`src/sv/fm_pkg.sv`:
```
`timescale 1ns / 1ps

package fm_pkg;

    // Item opcode: a new command request or one received reply byte.
    typedef enum logic {
        OP_REQUEST = 1'b0,
        OP_RX_BYTE = 1'b1
    } t_op;

    // Command codes.
    typedef enum logic [1:0] {
        CMD_VERSION    = 2'd0,
        CMD_SET_CONFIG = 2'd1,
        CMD_SET_OUTPUT = 2'd2,
        CMD_GET_INPUT  = 2'd3
    } t_cmd;

    // Result kind.
    typedef enum logic {
        KIND_TX      = 1'b0,
        KIND_VERDICT = 1'b1
    } t_kind;

    // Verdict status codes.
    typedef enum logic [1:0] {
        ST_GOOD     = 2'd0,
        ST_CHECKSUM = 2'd1,
        ST_NO_CR    = 2'd2
    } t_status;

    // Characters used in frames.
    localparam logic [7:0] CHR_CR      = 8'h0D;
    localparam logic [7:0] CHR_DOLLAR  = 8'h24;
    localparam logic [7:0] CHR_PERCENT = 8'h25;
    localparam logic [7:0] CHR_AT      = 8'h40;
    localparam logic [7:0] CHR_ZERO    = 8'h30;
    localparam logic [7:0] CHR_F       = 8'h46;

    // Fixed tail of the set configuration command.
    localparam logic [7:0] CONFIG_TAIL [0:7] = '{
        8'h30, 8'h31, 8'h34, 8'h30, 8'h30, 8'h41, 8'h34, 8'h31
    };

    // Input beat payload.
    typedef struct packed {
        t_op        op;
        t_cmd       command;
        logic [3:0] module_address;
        logic [3:0] output_value;
        logic [7:0] rx_byte;
    } t_in_beat;

    // Output beat payload.
    typedef struct packed {
        t_kind       kind;
        logic [7:0]  tx_byte;
        logic        last;
        t_status     status;
        logic [15:0] input_word;
    } t_out_beat;

    // Transmit byte offered by the frame emitter.
    typedef struct packed {
        logic       valid;
        logic [7:0] tx_byte;
        logic       last;
    } t_emit;

    // Verdict offered by the reply checker.
    typedef struct packed {
        logic        valid;
        t_status     status;
        logic [15:0] input_word;
    } t_verdict;

    // Upper-case hex character for one nibble.
    function automatic logic [7:0] hex_digit(input logic [3:0] v);
        logic [7:0] w;
        w = {4'b0000, v};
        return (v < 4'd10) ? (CHR_ZERO + w) : (w + 8'h37);
    endfunction

    // Hex character decode: bit 4 set when the byte is a valid digit.
    function automatic logic [4:0] hex_value(input logic [7:0] c);
        logic [7:0] t;
        t = 8'h00;
        if (c >= 8'h30 && c <= 8'h39) begin
            t = c - 8'h30;
            return {1'b1, t[3:0]};
        end else if (c >= 8'h41 && c <= 8'h46) begin
            t = c - 8'h37;
            return {1'b1, t[3:0]};
        end else if (c >= 8'h61 && c <= 8'h66) begin
            t = c - 8'h57;
            return {1'b1, t[3:0]};
        end
        return 5'b00000;
    endfunction

    // Total frame length including checksum digits and CR.
    function automatic logic [3:0] frame_len(input t_cmd cmd);
        case (cmd)
            CMD_VERSION:    return 4'd7;
            CMD_SET_CONFIG: return 4'd14;
            CMD_SET_OUTPUT: return 4'd7;
            default:        return 4'd6;
        endcase
    endfunction

    // Expected reply length.
    function automatic logic [3:0] reply_len(input t_cmd cmd);
        case (cmd)
            CMD_VERSION:    return 4'd9;
            CMD_SET_CONFIG: return 4'd6;
            CMD_SET_OUTPUT: return 4'd4;
            default:        return 4'd8;
        endcase
    endfunction

    // Sum of the fixed characters of a frame, modulo 256.
    function automatic logic [7:0] frame_sum_base(input t_cmd cmd);
        case (cmd)
            CMD_VERSION:    return 8'h9A;
            CMD_SET_CONFIG: return 8'hF0;
            default:        return 8'h70;
        endcase
    endfunction

endpackage

```
`src/sv/fm_in_if.sv`:
```
`timescale 1ns / 1ps

interface fm_in_if import fm_pkg::*; ();
    logic     valid;
    logic     ready;
    t_in_beat data;

    modport source (output valid, output data, input ready);
    modport sink (input valid, input data, output ready);
endinterface

```
`src/sv/fm_out_if.sv`:
```
`timescale 1ns / 1ps

interface fm_out_if import fm_pkg::*; ();
    logic      valid;
    logic      ready;
    t_out_beat data;

    modport source (output valid, output data, input ready);
    modport sink (input valid, input data, output ready);
endinterface

```
`src/sv/fm_emitter.sv`:
```
`timescale 1ns / 1ps

module fm_emitter import fm_pkg::*; (
    input  logic     i_clk,
    input  logic     i_rst_n,
    input  logic     i_start,
    input  t_in_beat i_beat,
    input  logic     i_adv,
    output t_emit    o_emit
);

    logic       r_active;
    t_cmd       r_cmd;
    logic [7:0] r_a;
    logic [7:0] r_d;
    logic [7:0] r_sum;
    logic [3:0] r_idx;
    logic [3:0] r_len;

    logic [7:0] start_a;
    logic [7:0] start_d;
    logic [7:0] start_sum;
    logic [3:0] body_len;
    logic [3:0] tail_idx;
    logic [7:0] cur_byte;
    logic       cur_last;

    // Address and data digits and the frame checksum at request time.
    always_comb begin
        start_a   = CHR_ZERO + {4'b0000, i_beat.module_address};
        start_d   = CHR_ZERO + {4'b0000, i_beat.output_value};
        start_sum = frame_sum_base(i_beat.command) + start_a
                    + ((i_beat.command == CMD_SET_OUTPUT) ? start_d : 8'h00);
    end

    // Byte at the current frame position.
    always_comb begin
        body_len = r_len - 4'd3;
        tail_idx = r_idx - 4'd3;
        cur_last = (r_idx == (r_len - 4'd1));
        if (r_idx < body_len) begin
            case (r_idx)
                4'd0: begin
                    case (r_cmd)
                        CMD_VERSION:    cur_byte = CHR_DOLLAR;
                        CMD_SET_CONFIG: cur_byte = CHR_PERCENT;
                        default:        cur_byte = CHR_AT;
                    endcase
                end
                4'd1: cur_byte = CHR_ZERO;
                4'd2: cur_byte = r_a;
                default: begin
                    case (r_cmd)
                        CMD_SET_CONFIG: cur_byte = CONFIG_TAIL[tail_idx[2:0]];
                        CMD_SET_OUTPUT: cur_byte = r_d;
                        default:        cur_byte = CHR_F;
                    endcase
                end
            endcase
        end else if (r_idx == body_len) begin
            cur_byte = hex_digit(r_sum[7:4]);
        end else if (r_idx == (body_len + 4'd1)) begin
            cur_byte = hex_digit(r_sum[3:0]);
        end else begin
            cur_byte = CHR_CR;
        end
    end

    // Frame sequencer: one byte per beat taken downstream.
    always_ff @(posedge i_clk) begin
        if (!i_rst_n) begin
            r_active <= 1'b0;
            r_idx    <= 4'd0;
        end else if (i_start) begin
            r_active <= 1'b1;
            r_idx    <= 4'd0;
        end else if (r_active && i_adv) begin
            r_idx <= r_idx + 4'd1;
            if (cur_last) begin
                r_active <= 1'b0;
            end
        end
    end

    // Frame contents, captured with the request.
    always_ff @(posedge i_clk) begin
        if (i_start) begin
            r_cmd <= i_beat.command;
            r_a   <= start_a;
            r_d   <= start_d;
            r_sum <= start_sum;
            r_len <= frame_len(i_beat.command);
        end
    end

    assign o_emit.valid   = r_active;
    assign o_emit.tx_byte = cur_byte;
    assign o_emit.last    = cur_last;

endmodule

```
`src/sv/fm_checker.sv`:
```
`timescale 1ns / 1ps

module fm_checker import fm_pkg::*; (
    input  logic     i_clk,
    input  logic     i_rst_n,
    input  logic     i_req,
    input  logic     i_rsp,
    input  t_in_beat i_beat,
    input  logic     i_take,
    output t_verdict o_vd
);

    logic        r_await;
    t_cmd        r_cmd;
    logic [3:0]  r_exp;
    logic [3:0]  r_count;
    logic [7:0]  r_sum;
    logic [3:0]  r_hi;
    logic        r_bad;
    logic [15:0] r_value;
    logic        r_vd_valid;
    t_status     r_vd_status;
    logic [15:0] r_vd_word;

    logic        n_await;
    logic [3:0]  n_count;
    logic [7:0]  n_sum;
    logic [3:0]  n_hi;
    logic        n_bad;
    logic [15:0] n_value;
    logic        fin;
    t_status     fin_status;
    logic [15:0] fin_word;
    logic [4:0]  idx5;
    logic [4:0]  exp5;
    logic [4:0]  hv;

    // Reply byte bookkeeping.
    always_comb begin
        n_await    = r_await;
        n_count    = r_count;
        n_sum      = r_sum;
        n_hi       = r_hi;
        n_bad      = r_bad;
        n_value    = r_value;
        fin        = 1'b0;
        fin_status = ST_GOOD;
        fin_word   = 16'h0000;
        idx5       = {1'b0, r_count};
        exp5       = {1'b0, r_exp};
        hv         = hex_value(i_beat.rx_byte);
        if (i_rsp && r_await) begin
            if ((idx5 + 5'd1) >= exp5) begin
                // Final byte: give the verdict.
                fin = 1'b1;
                if (r_bad) begin
                    fin_status = ST_CHECKSUM;
                end else if (i_beat.rx_byte != CHR_CR) begin
                    fin_status = ST_NO_CR;
                end
                if (fin_status == ST_GOOD && r_cmd == CMD_GET_INPUT) begin
                    fin_word = r_value;
                end
                n_await = 1'b0;
                n_count = 4'd0;
            end else begin
                if ((idx5 + 5'd3) < exp5) begin
                    // Body byte: sum it, and collect value digits for input reads.
                    n_sum = r_sum + i_beat.rx_byte;
                    if (r_cmd == CMD_GET_INPUT && r_count >= 4'd1 && r_count <= 4'd4) begin
                        if (!hv[4]) begin
                            n_bad = 1'b1;
                        end else begin
                            n_value = {r_value[11:0], hv[3:0]};
                        end
                    end
                end else if ((idx5 + 5'd3) == exp5) begin
                    // High checksum digit.
                    if (!hv[4]) begin
                        n_bad = 1'b1;
                    end else begin
                        n_hi = hv[3:0];
                    end
                end else begin
                    // Low checksum digit: compare with the running sum.
                    if (!hv[4] || ({r_hi, hv[3:0]} != r_sum)) begin
                        n_bad = 1'b1;
                    end
                end
                n_count = r_count + 4'd1;
            end
        end
    end

    // Reply state and verdict register.
    always_ff @(posedge i_clk) begin
        if (!i_rst_n) begin
            r_await    <= 1'b0;
            r_cmd      <= CMD_VERSION;
            r_exp      <= 4'd0;
            r_count    <= 4'd0;
            r_sum      <= 8'h00;
            r_hi       <= 4'd0;
            r_bad      <= 1'b0;
            r_value    <= 16'h0000;
            r_vd_valid <= 1'b0;
        end else begin
            if (i_req) begin
                r_await <= 1'b1;
                r_cmd   <= i_beat.command;
                r_exp   <= reply_len(i_beat.command);
                r_count <= 4'd0;
                r_sum   <= 8'h00;
                r_hi    <= 4'd0;
                r_bad   <= 1'b0;
                r_value <= 16'h0000;
            end else begin
                r_await <= n_await;
                r_count <= n_count;
                r_sum   <= n_sum;
                r_hi    <= n_hi;
                r_bad   <= n_bad;
                r_value <= n_value;
            end
            if (fin) begin
                r_vd_valid <= 1'b1;
            end else if (i_take) begin
                r_vd_valid <= 1'b0;
            end
        end
    end

    // Verdict payload.
    always_ff @(posedge i_clk) begin
        if (fin) begin
            r_vd_status <= fin_status;
            r_vd_word   <= fin_word;
        end
    end

    assign o_vd.valid      = r_vd_valid;
    assign o_vd.status     = r_vd_status;
    assign o_vd.input_word = r_vd_word;

    // A verdict is never built while the previous one is still held.
    a_no_overwrite: assert property (@(posedge i_clk) disable iff (!i_rst_n)
        fin |-> (!r_vd_valid || i_take))
        else $error("verdict overwritten before it was taken");

    // Input words appear only in good verdicts.
    a_word_good: assert property (@(posedge i_clk) disable iff (!i_rst_n)
        (fin && fin_status != ST_GOOD) |=> (r_vd_word == 16'h0000))
        else $error("input word in a failed verdict");

    // The count never reaches the expected length while a reply is awaited.
    a_count_bound: assert property (@(posedge i_clk) disable iff (!i_rst_n)
        r_await |-> (r_count < r_exp))
        else $error("reply count out of range");

endmodule

```
`src/sv/ascii_io_module_frame_master_unit.sv`:
```
`timescale 1ns / 1ps

// Channel   Dir  Modport  Payload
// i_in      in   sink     op, command, module_address, output_value, rx_byte
// o_out     out  source   kind, tx_byte, last, status, input_word
//
// A reply byte is taken in every cycle; its verdict, if any, goes through the checker's
// verdict register and the output register to o_out. A request holds i_in.ready low while
// its frame goes out: 6, 7 or 14 beats, one per cycle from the frame sequencer, starting
// the cycle after the request is taken. Synchronous active-low reset returns the block to
// the no-reply-awaited state. A stall on o_out backs up through the output register into
// the sequencer and, while a verdict waits, into i_in.ready.

module ascii_io_module_frame_master_unit import fm_pkg::*; (
    input logic      i_clk,
    input logic      i_rst_n,
    fm_in_if.sink    i_in,
    fm_out_if.source o_out
);

    logic      r_out_valid;
    t_out_beat r_out;

    t_emit     emit;
    t_verdict  vd;
    logic      out_load;
    logic      in_acc;
    logic      req_acc;
    logic      rsp_acc;
    logic      vd_take;

    // Handshake steering.
    assign out_load   = !r_out_valid || o_out.ready;
    assign vd_take    = out_load && !emit.valid && vd.valid;
    assign i_in.ready = !emit.valid && (!vd.valid || out_load);
    assign in_acc     = i_in.valid && i_in.ready;
    assign req_acc    = in_acc && (i_in.data.op == OP_REQUEST);
    assign rsp_acc    = in_acc && (i_in.data.op == OP_RX_BYTE);

    fm_emitter u_emitter (
        .i_clk   (i_clk),
        .i_rst_n (i_rst_n),
        .i_start (req_acc),
        .i_beat  (i_in.data),
        .i_adv   (out_load),
        .o_emit  (emit)
    );

    fm_checker u_checker (
        .i_clk   (i_clk),
        .i_rst_n (i_rst_n),
        .i_req   (req_acc),
        .i_rsp   (rsp_acc),
        .i_beat  (i_in.data),
        .i_take  (vd_take),
        .o_vd    (vd)
    );

    // Output register: frame bytes first, then any waiting verdict.
    always_ff @(posedge i_clk) begin
        if (!i_rst_n) begin
            r_out_valid <= 1'b0;
        end else if (out_load) begin
            r_out_valid <= emit.valid || vd.valid;
        end
    end

    always_ff @(posedge i_clk) begin
        if (out_load) begin
            if (emit.valid) begin
                r_out.kind       <= KIND_TX;
                r_out.tx_byte    <= emit.tx_byte;
                r_out.last       <= emit.last;
                r_out.status     <= ST_GOOD;
                r_out.input_word <= 16'h0000;
            end else begin
                r_out.kind       <= KIND_VERDICT;
                r_out.tx_byte    <= 8'h00;
                r_out.last       <= 1'b1;
                r_out.status     <= vd.status;
                r_out.input_word <= vd.input_word;
            end
        end
    end

    assign o_out.valid = r_out_valid;
    assign o_out.data  = r_out;

    // No input beat is taken while a frame is going out.
    a_frame_blocks: assert property (@(posedge i_clk) disable iff (!i_rst_n)
        emit.valid |-> !in_acc)
        else $error("input taken during frame emission");

    // A taken request starts its frame on the next cycle.
    a_req_starts: assert property (@(posedge i_clk) disable iff (!i_rst_n)
        req_acc |=> emit.valid)
        else $error("frame did not start after request");

    // Verdict beats always close with last and carry no transmit byte.
    a_verdict_form: assert property (@(posedge i_clk) disable iff (!i_rst_n)
        (r_out_valid && r_out.kind == KIND_VERDICT) |-> (r_out.last && r_out.tx_byte == 8'h00))
        else $error("malformed verdict beat");

endmodule
```
`src/flat_wrapper.sv`:
```
// flat-port wrapper written by rule: the top's interface ports become plain ports
module ascii_io_module_frame_master_unit_flat import fm_pkg::*;
  (i_clk, i_rst_n, i_in_valid, i_in_data, i_in_ready, o_out_valid, o_out_data, o_out_ready);
  fm_in_if i_in_i ();
  fm_out_if o_out_i ();
  input logic i_clk;
  input logic i_rst_n;
  input wire logic [$bits(i_in_i.valid)-1:0] i_in_valid;
  input wire logic [$bits(i_in_i.data)-1:0] i_in_data;
  output wire logic [$bits(i_in_i.ready)-1:0] i_in_ready;
  output wire logic [$bits(o_out_i.valid)-1:0] o_out_valid;
  output wire logic [$bits(o_out_i.data)-1:0] o_out_data;
  input wire logic [$bits(o_out_i.ready)-1:0] o_out_ready;
  assign i_in_i.valid = i_in_valid;
  assign i_in_i.data = i_in_data;
  assign i_in_ready = i_in_i.ready;
  assign o_out_valid = o_out_i.valid;
  assign o_out_data = o_out_i.data;
  assign o_out_i.ready = o_out_ready;
  ascii_io_module_frame_master_unit u_core (.i_clk(i_clk), .i_rst_n(i_rst_n), .i_in(i_in_i), .o_out(o_out_i));
endmodule
```
`config.mk`:
```
export PLATFORM = sky130hd
export DESIGN_NAME = ascii_io_module_frame_master_unit_flat
export DESIGN_NICKNAME = d
export VERILOG_FILES = /design/src/sv/fm_pkg.sv /design/src/sv/fm_in_if.sv /design/src/sv/fm_out_if.sv /design/src/sv/fm_emitter.sv /design/src/sv/fm_checker.sv /design/src/sv/ascii_io_module_frame_master_unit.sv /design/src/flat_wrapper.sv
export SDC_FILE = /design/constraint.sdc
export NUM_CORES = 1
export LEC_CHECK = 0
export ABC_CLOCK_PERIOD_IN_PS = 3800
export BUFFER_PORTS_ARGS = -buffer_cell sky130_fd_sc_hd__buf_4
export CAP_MARGIN = 20
export CORE_MARGIN = 8
export CORE_UTILIZATION = 25
export CTS_CLUSTER_SIZE = 24
export DETAILED_ROUTE_END_ITERATION = 6
export HOLD_SLACK_MARGIN = 0.08
export PLACE_DENSITY = 0.41
export SLEW_MARGIN = 20
export SYNTH_ARGS = -nofsm -noshare
export SYNTH_HDL_FRONTEND = slang
export SYNTH_SLANG_ARGS = --single-unit
```
`constraint.sdc`:
```
create_clock -name i_clk -period 3.8 [get_ports i_clk]
set_clock_uncertainty 0.15 [all_clocks]
set_input_delay 0.19 -clock i_clk [delete_from_list [all_inputs] [get_ports i_clk]]
set_output_delay 0.19 -clock i_clk [all_outputs]
set_load 0.05 [all_outputs]
```
# Word-level counts from Yosys, hierarchy flattened
# Memory sizes are Yosys's and may differ from the RTL's.
# Cells that the tools add are included.
# Widths: inputs -> output; s select.
# totals
mem_bits_ro,64
word_cells,162
output_inout_bits,30
memories,1
input_bits,23
register_bits,123
# memory_table
name,depth,word_bits,rd,rd_ports_with_merged_regs,wr,line_no,text
(name not given),8,8,1,0,0,fm_emitter.sv:54,CMD_SET_CONFIG: cur_byte = CONFIG_TAIL[tail_idx[2:0]];
# classes
n_bitwise,5
n_addsub,20
eq_ne,14
reduce_logical,42
muxes,42
n_lt_le_gt_ge,14
# ops
operator,count
$mux 7,5
$pmux 8 s2,2
$add 6x4->7 const A,4
$mux 28,1
$mux 8,3
$pmux 8 s3,1
$mux 5,4
$mux 1,18
$add 8x8->8,2
$ge 8x7->1 const B,2
$le 8x7->1 const B,2
$add 4x6->7 const B,2
$logic_and 1x1->1,14
$pmux 7 s2,1
$add 4x1->4 const B,3
$eq 4x4->1,3
$pmux 4 s3,1
$reduce_and 5->1,2
$reduce_bool 2->1,5
$add 8x7->8,1
$ge 8x6->1 const B,1
$le 8x6->1 const B,1
$lt 4x4->1 const B,2
$mux 2,4
33 further kinds,53

# Logic depth before layout (Yosys ltp)
# depth
ltp_word,11
depth_mapped,12
depth_no_buf,11

# Cells and area by module
# Synthesis repeated with hierarchy kept, for this count alone.
# hier_totals
cells_unflattened,595
hier_area_um2,6293.5
# by_module_without_submodules
mod,cells_each,seq_area_each_um2,area_per_inst_um2,n_inst
fm_checker,331,1361.3,3268.1,1
fm_emitter,195,700.7,1909.3,1
ascii_io_module_frame_master_unit,69,860.8,1116.1,1

# Worst setup path after synthesis
# Ideal clock, no wire load.
# synth_path
path_kind,reg-to-reg
startpoint,reg u_core.u_checker.r_count[0]
endpoint,reg u_core.u_checker.r_hi[2]
arrival_ps,2737
slack_ps,849
setup_time_ps,64
t_required_ps,3586
n_path_buf,0
stages_incl_launch_ff,10
period_less_slack_ps,2951
path_cell_list,dfxtp_1 > inv_1 > ha_1 > ha_1 > a2111o_1 > a211oi_4 > nand2_2 > nor4_4 > mux2_1 > nor2_1
# synth_between
elab_chain_cells,4
elab_cells_between_ends,8
cone_classes,2 x add/sub; 2 x order compare; 1 x eq/ne; 2 x bitwise; 1 x reduce/logical
# synth_rtl
element,line_no,text
start: declaration,fm_checker.sv:16,logic [3:0] r_count;
start signal: assignment,fm_checker.sv:119,r_count <= n_count;
$add 4x2->5 or $add 4x1->5 (tied branches),"fm_checker.sv:67, fm_checker.sv:77, fm_checker.sv:53",
$lt 5x4->1 or $ge 5x4->1 (tied branches),"fm_checker.sv:67, fm_checker.sv:53",
$not 1->1 (no line),--,
$reduce_and 5->1 (no line) *,--,
end signal: assignment,fm_checker.sv:121,r_hi <= n_hi;
end: declaration,fm_checker.sv:18,logic [3:0] r_hi;
# Mark *: on every way between the ends. The rest lies on a longest branch, timed or not.
# A chain may end at the register's enable or synchronous reset.

# Worst setup path after layout
# layout_path
startpoint,reg u_core.u_checker.r_count[0]
endpoint,reg u_core.u_checker.r_vd_status[1] (data pin)
# layout_between
elab_chain_cells,3
# layout_rtl
element,line_no,text
$add 4x1->5,fm_checker.sv:53,if ((idx5 + 5'd1) >= exp5) begin
$ge 5x4->1,fm_checker.sv:53,
$reduce_and 2->1 (no line),--,
end signal: assignment,fm_checker.sv:136,r_vd_status <= fin_status;
end: declaration,fm_checker.sv:22,t_status r_vd_status;
# Every way passes these cells.

==> results.txt <==
The flow ran to the end, and the final reports show no timing, DRC or antenna violations. The endpoint identified for the worst register-to-register timing path is u_core.u_checker.r_vd_status[1]. The worst hold path belongs to the class primary input to flop. The proportion of power drawn by the clock network is 38.1%. The total clock buffers created by CTS came out at 9. The max-cap check violation count is 0. Summed over all instances, the cell type with the most area after synthesis is edfxtp_1. Of the total power, registers draw 49.3%. The largest net degree at the start of global routing is 38. The post-synthesis cell type count is 67. The core footprint came out at 23500 um2. The deepest level of the CTS H-tree is 3. Summing every instance area after synthesis gives 6000 um2. In the global route stage, met3 resource usage came out at 2.24%. The type of the worst setup path is flop to flop.

The mean instance size in the synthesized netlist is 10.6 um2. The clock drives 112 sinks. The worst register-to-register path begins at u_core.u_checker.r_count[0].

Power spread over the standard cell area amounts to 378 nW/um2. The transition time of the tightest slew-check pin is 1020 ps. The maximum ir drop on the vdd rail is 0.000174 V. The global-route wire length before repair came out at 22000 um. The post-layout instance count excluding filler cells is 956. The met1 track demand over resource in global routing came out at 12.4%. After clock tree synthesis, the repair step resized 0 gates. The effective utilization at floorplan is 25.5%. The cell count after placement came out at 929. The main flop type after synthesis is edfxtp_1.

The signal arrival time at the worst endpoint is 3270 ps. The floorplan step defined a die boundary enclosing 29200 um2. Prior to clock tree synthesis, the placed netlist has a worst setup slack of 477 ps. The clock-pin slew of the registers on the worst-case setup and hold paths came out at 80 ps.

The flip-flop and latch count after synthesis came out at 112. The filler cell count in the final layout came out at 2458. The worst-skew pair later-pin latency is 360 ps. The floorplan step set the die height to 171 um. For this run, the number of Yosys warnings is 0.

The portion of the clock cycle consumed by the worst path in the final layout came out at 86.7%. The final critical path time including I/O delays and setup is 3300 ps. The area added between synthesis and finish is 19.8%.

The final number of max-transition violations is 0. The static leakage power is 2.98 nW. The worst setup path is launched from a flop. The weighted congestion reported at the end of routability-driven placement came out at 0.817. The met2 routing resource usage after global routing came out at 15.3%. Setup repair after global routing left no endpoint under its margin. The net total in the final layout is 707. The layer flagged by global routing as most heavily used is met2. In this run the worst setup path begins at u_core.u_checker.r_count[0]. The internal power came out at 1.98 mW. Yosys mapped a number of flops with a built-in enable equal to 65. Leaving out fill and tap cells, the most frequent cell in the layout is edfxtp_1.

The post-detailed-routing wire length is 13500 um. By area the synthesized netlist is led by edfxtp_1 (33%), dfxtp_1 (16%), ha_1 (10%). In this run the power spent charging and discharging nets is 738 uW. The worst hold path was traced through 5 stages. The share of flip-flops with an asynchronous set or reset came out at 0%.

In the layout the commonest cells are edfxtp_1 (65), nor2_1 (58), buf_4 (57), ha_1 (48), dfxtp_1 (47). The post-layout total power is 2.72 mW. STA classifies the critical path endpoint as a flop. The proportion of layout cells with a drive suffix above 1 came out at 13.5%. The sequential-to-total area share from yosys stat came out at 48.2%.

In this run switching power makes up 27.1% of total power. The count of input and output buffers is 51. The maximum clock path buffer count is 2. The post-synthesis cell count came out at 568. The maximum net fanout on the critical path is 19. The detailed router's first-iteration violation count came out at 172. The die is 171 um wide. The number of hold-slack violations in the final timing report came out at 0. The average wire per cell in the routed design came out at 14.1 um. The remaining global-route overflow is 0. The part of the total power dissipated in combinational logic came out at 12.6%. TritonCTS built the clock tree. The required time of the critical path is 3770 ps. The total via count in the routed design came out at 4157. The global routing usage summed across all routing layers came out at 9.55%. The number of cells on the worst reg-to-reg path is 8.

The cell at the root of the clock tree is clkbuf_16. The standard-cell row count came out at 56. The register-to-register setup slack came out at 500 ps.

The initial antenna violation count was 0. After synthesis, the largest area contributor takes up 32.5% of total cell area. The detailed-placement wirelength estimate is 10200 um. The net count of the mapped netlist is 643. The count of nets left with antenna violations after detail routing is 0.

The most critical setup path has its endpoint at u_core.u_checker.r_vd_status[1]. The number of antenna diodes in the final layout is 0. The detailed-routing iteration count for the pre-antenna-repair pass is 4.

The highest achievable clock rate is 303 MHz. Setup slack closes at 504 ps. The number of top-level design ports is 53. Using the TritonRoute via totals, the vias-per-cell ratio works out to 4.35. The total of endpoints with negative setup slack in the final report came out at 0. The sum of negative setup slack came out at 0 ps. In the routed design, unresolved DRC markers number 0.

The via count of the first global-routing pass came out at 4291. The tightest slew margin relative to the limit came out at 32.1%.
## repair_timing
item	in CTS	in global routing
setup buffers	0	0
hold buffers	11	0
endpoints found under the hold margin	21	0
## sequential cells by signal (all words and copies together) (netlist names)
signal and cells:
u_core.u_emitter.r_d 4, u_core.u_checker.r_bad 1, u_core.u_checker.r_value 16, u_core.u_checker.r_hi 4
u_core.u_checker.r_count 4, u_core.u_checker.r_vd_valid 1, u_core.u_emitter.r_len 2, u_core.u_emitter.r_cmd 2
u_core.u_checker.r_vd_status 2, u_core.u_emitter.r_a 4, u_core.u_emitter.r_active 1, u_core.u_emitter.r_sum 8
u_core.u_checker.r_exp 4, u_core.u_checker.r_cmd 2, u_core.u_checker.r_sum 8, u_core.u_emitter.r_idx 4
u_core.u_checker.r_vd_word 16, u_core.u_checker.r_await 1, u_core.o_out.data 27, u_core.o_out.valid 1
## metrics by stage
stage	util, %	instance area (um2)	hold WS (ps)
after floorplan	-	6000	139
after global placement	28.7	6760	228
after detailed placement	28.7	6760	229
after CTS	30.6	7200	93.1
after global routing	30.6	7200	122
final	30.6	7200	103
## kinds of logic after synthesis
kind of cell | after synthesis | synth area share [%]
mux | 27 | 4.52
buf+inv | 60 | 4.04
xor+xnor | 26 | 3.79
fa+ha+maj | 52 | 11.3
compound gates | 101 | 11.5
simple gates | 189 | 16.6
flops | 112 | 48.2
other cells | 1 | 0.0625
## worst min path at each step
stage,start,end
CTS,i_in_data[7],u_core.u_checker.r_sum[7]
global placement,i_in_data[11],u_core.u_emitter.r_d[3]
global route,i_in_data[7],u_core.u_checker.r_sum[7]
detailed placement,i_in_data[11],u_core.u_emitter.r_d[3]
floorplan,i_in_data[12],u_core.u_emitter.r_a[0]
finish,i_in_data[7],u_core.u_checker.r_sum[7]
## worst max-delay path, stage by stage, from the launching register on
cell and delay (ps):
dfxtp_1 430, inv_1 130, ha_1 360, ha_1 280
a2111o_1 420, and2_2 210, o21bai_1 330, inv_1 440
and3_1 320
## power groups by stage
stage               Clock [mW]  Sequential (mW)  Combinational [mW]
floorplan                    0             1.43               0.159
global placement             0             1.37               0.333
detailed placement           0             1.37               0.337
CTS                       1.08             1.34               0.348
global route              1.12             1.34               0.378
finish                    1.04             1.34               0.343
## cell type report
| class | instances | area (um2) | share of cell area [%] |
|---|---|---|---|
| multi-input cells | 396 | 2870 | 39.9 |
| repair buffers | 68 | 538 | 7.48 |
| inverters | 45 | 169 | 2.35 |
| clock buffers | 9 | 225 | 3.13 |
| clock inverters | 7 | 103 | 1.43 |
| flip-flops and latches | 112 | 2890 | 40.2 |
| well taps | 319 | 399 | 5.55 |
## synth_stat cells, types with 2 or more instances
| master | instances |
|---|---|
| a31oi_1 | 4 |
| fa_1 | 4 |
| and2_2 | 2 |
| inv_1 | 44 |
| a21boi_0 | 8 |
| a22o_1 | 3 |
| a21o_1 | 2 |
| a211oi_1 | 6 |
| nand4b_1 | 2 |
| mux2i_1 | 26 |
| nand3_1 | 8 |
| nand3b_1 | 2 |
| nand4_1 | 6 |
| o21ai_0 | 23 |
| o41ai_1 | 2 |
| o31ai_1 | 2 |
| xnor2_1 | 16 |
| nor2b_1 | 26 |
| xor2_1 | 10 |
| buf_4 | 2 |
| a21oi_1 | 21 |
| a22oi_1 | 4 |
| nand2b_1 | 6 |
| nor2_1 | 58 |
| edfxtp_1 | 65 |
| o211ai_1 | 3 |
| and2_1 | 22 |
| dfxtp_1 | 47 |
| o21a_1 | 3 |
| buf_2 | 2 |
| nor3_1 | 5 |
| o21bai_1 | 3 |
| clkbuf_1 | 10 |
| nor3b_1 | 2 |
| ha_1 | 48 |
| and4_1 | 3 |
| nand2_1 | 35 |
| a32oi_1 | 3 |
| a221oi_1 | 2 |
## per-layer routing
metal / part of all wire (%) / vias to the layer above
met5: 0 / -
met3: 4.9 / 20
met2: 44 / 77
met4: 1.7 / 0
li1: - / 2120
met1: 49 / 1940
(Power assumes the default switching activity.)
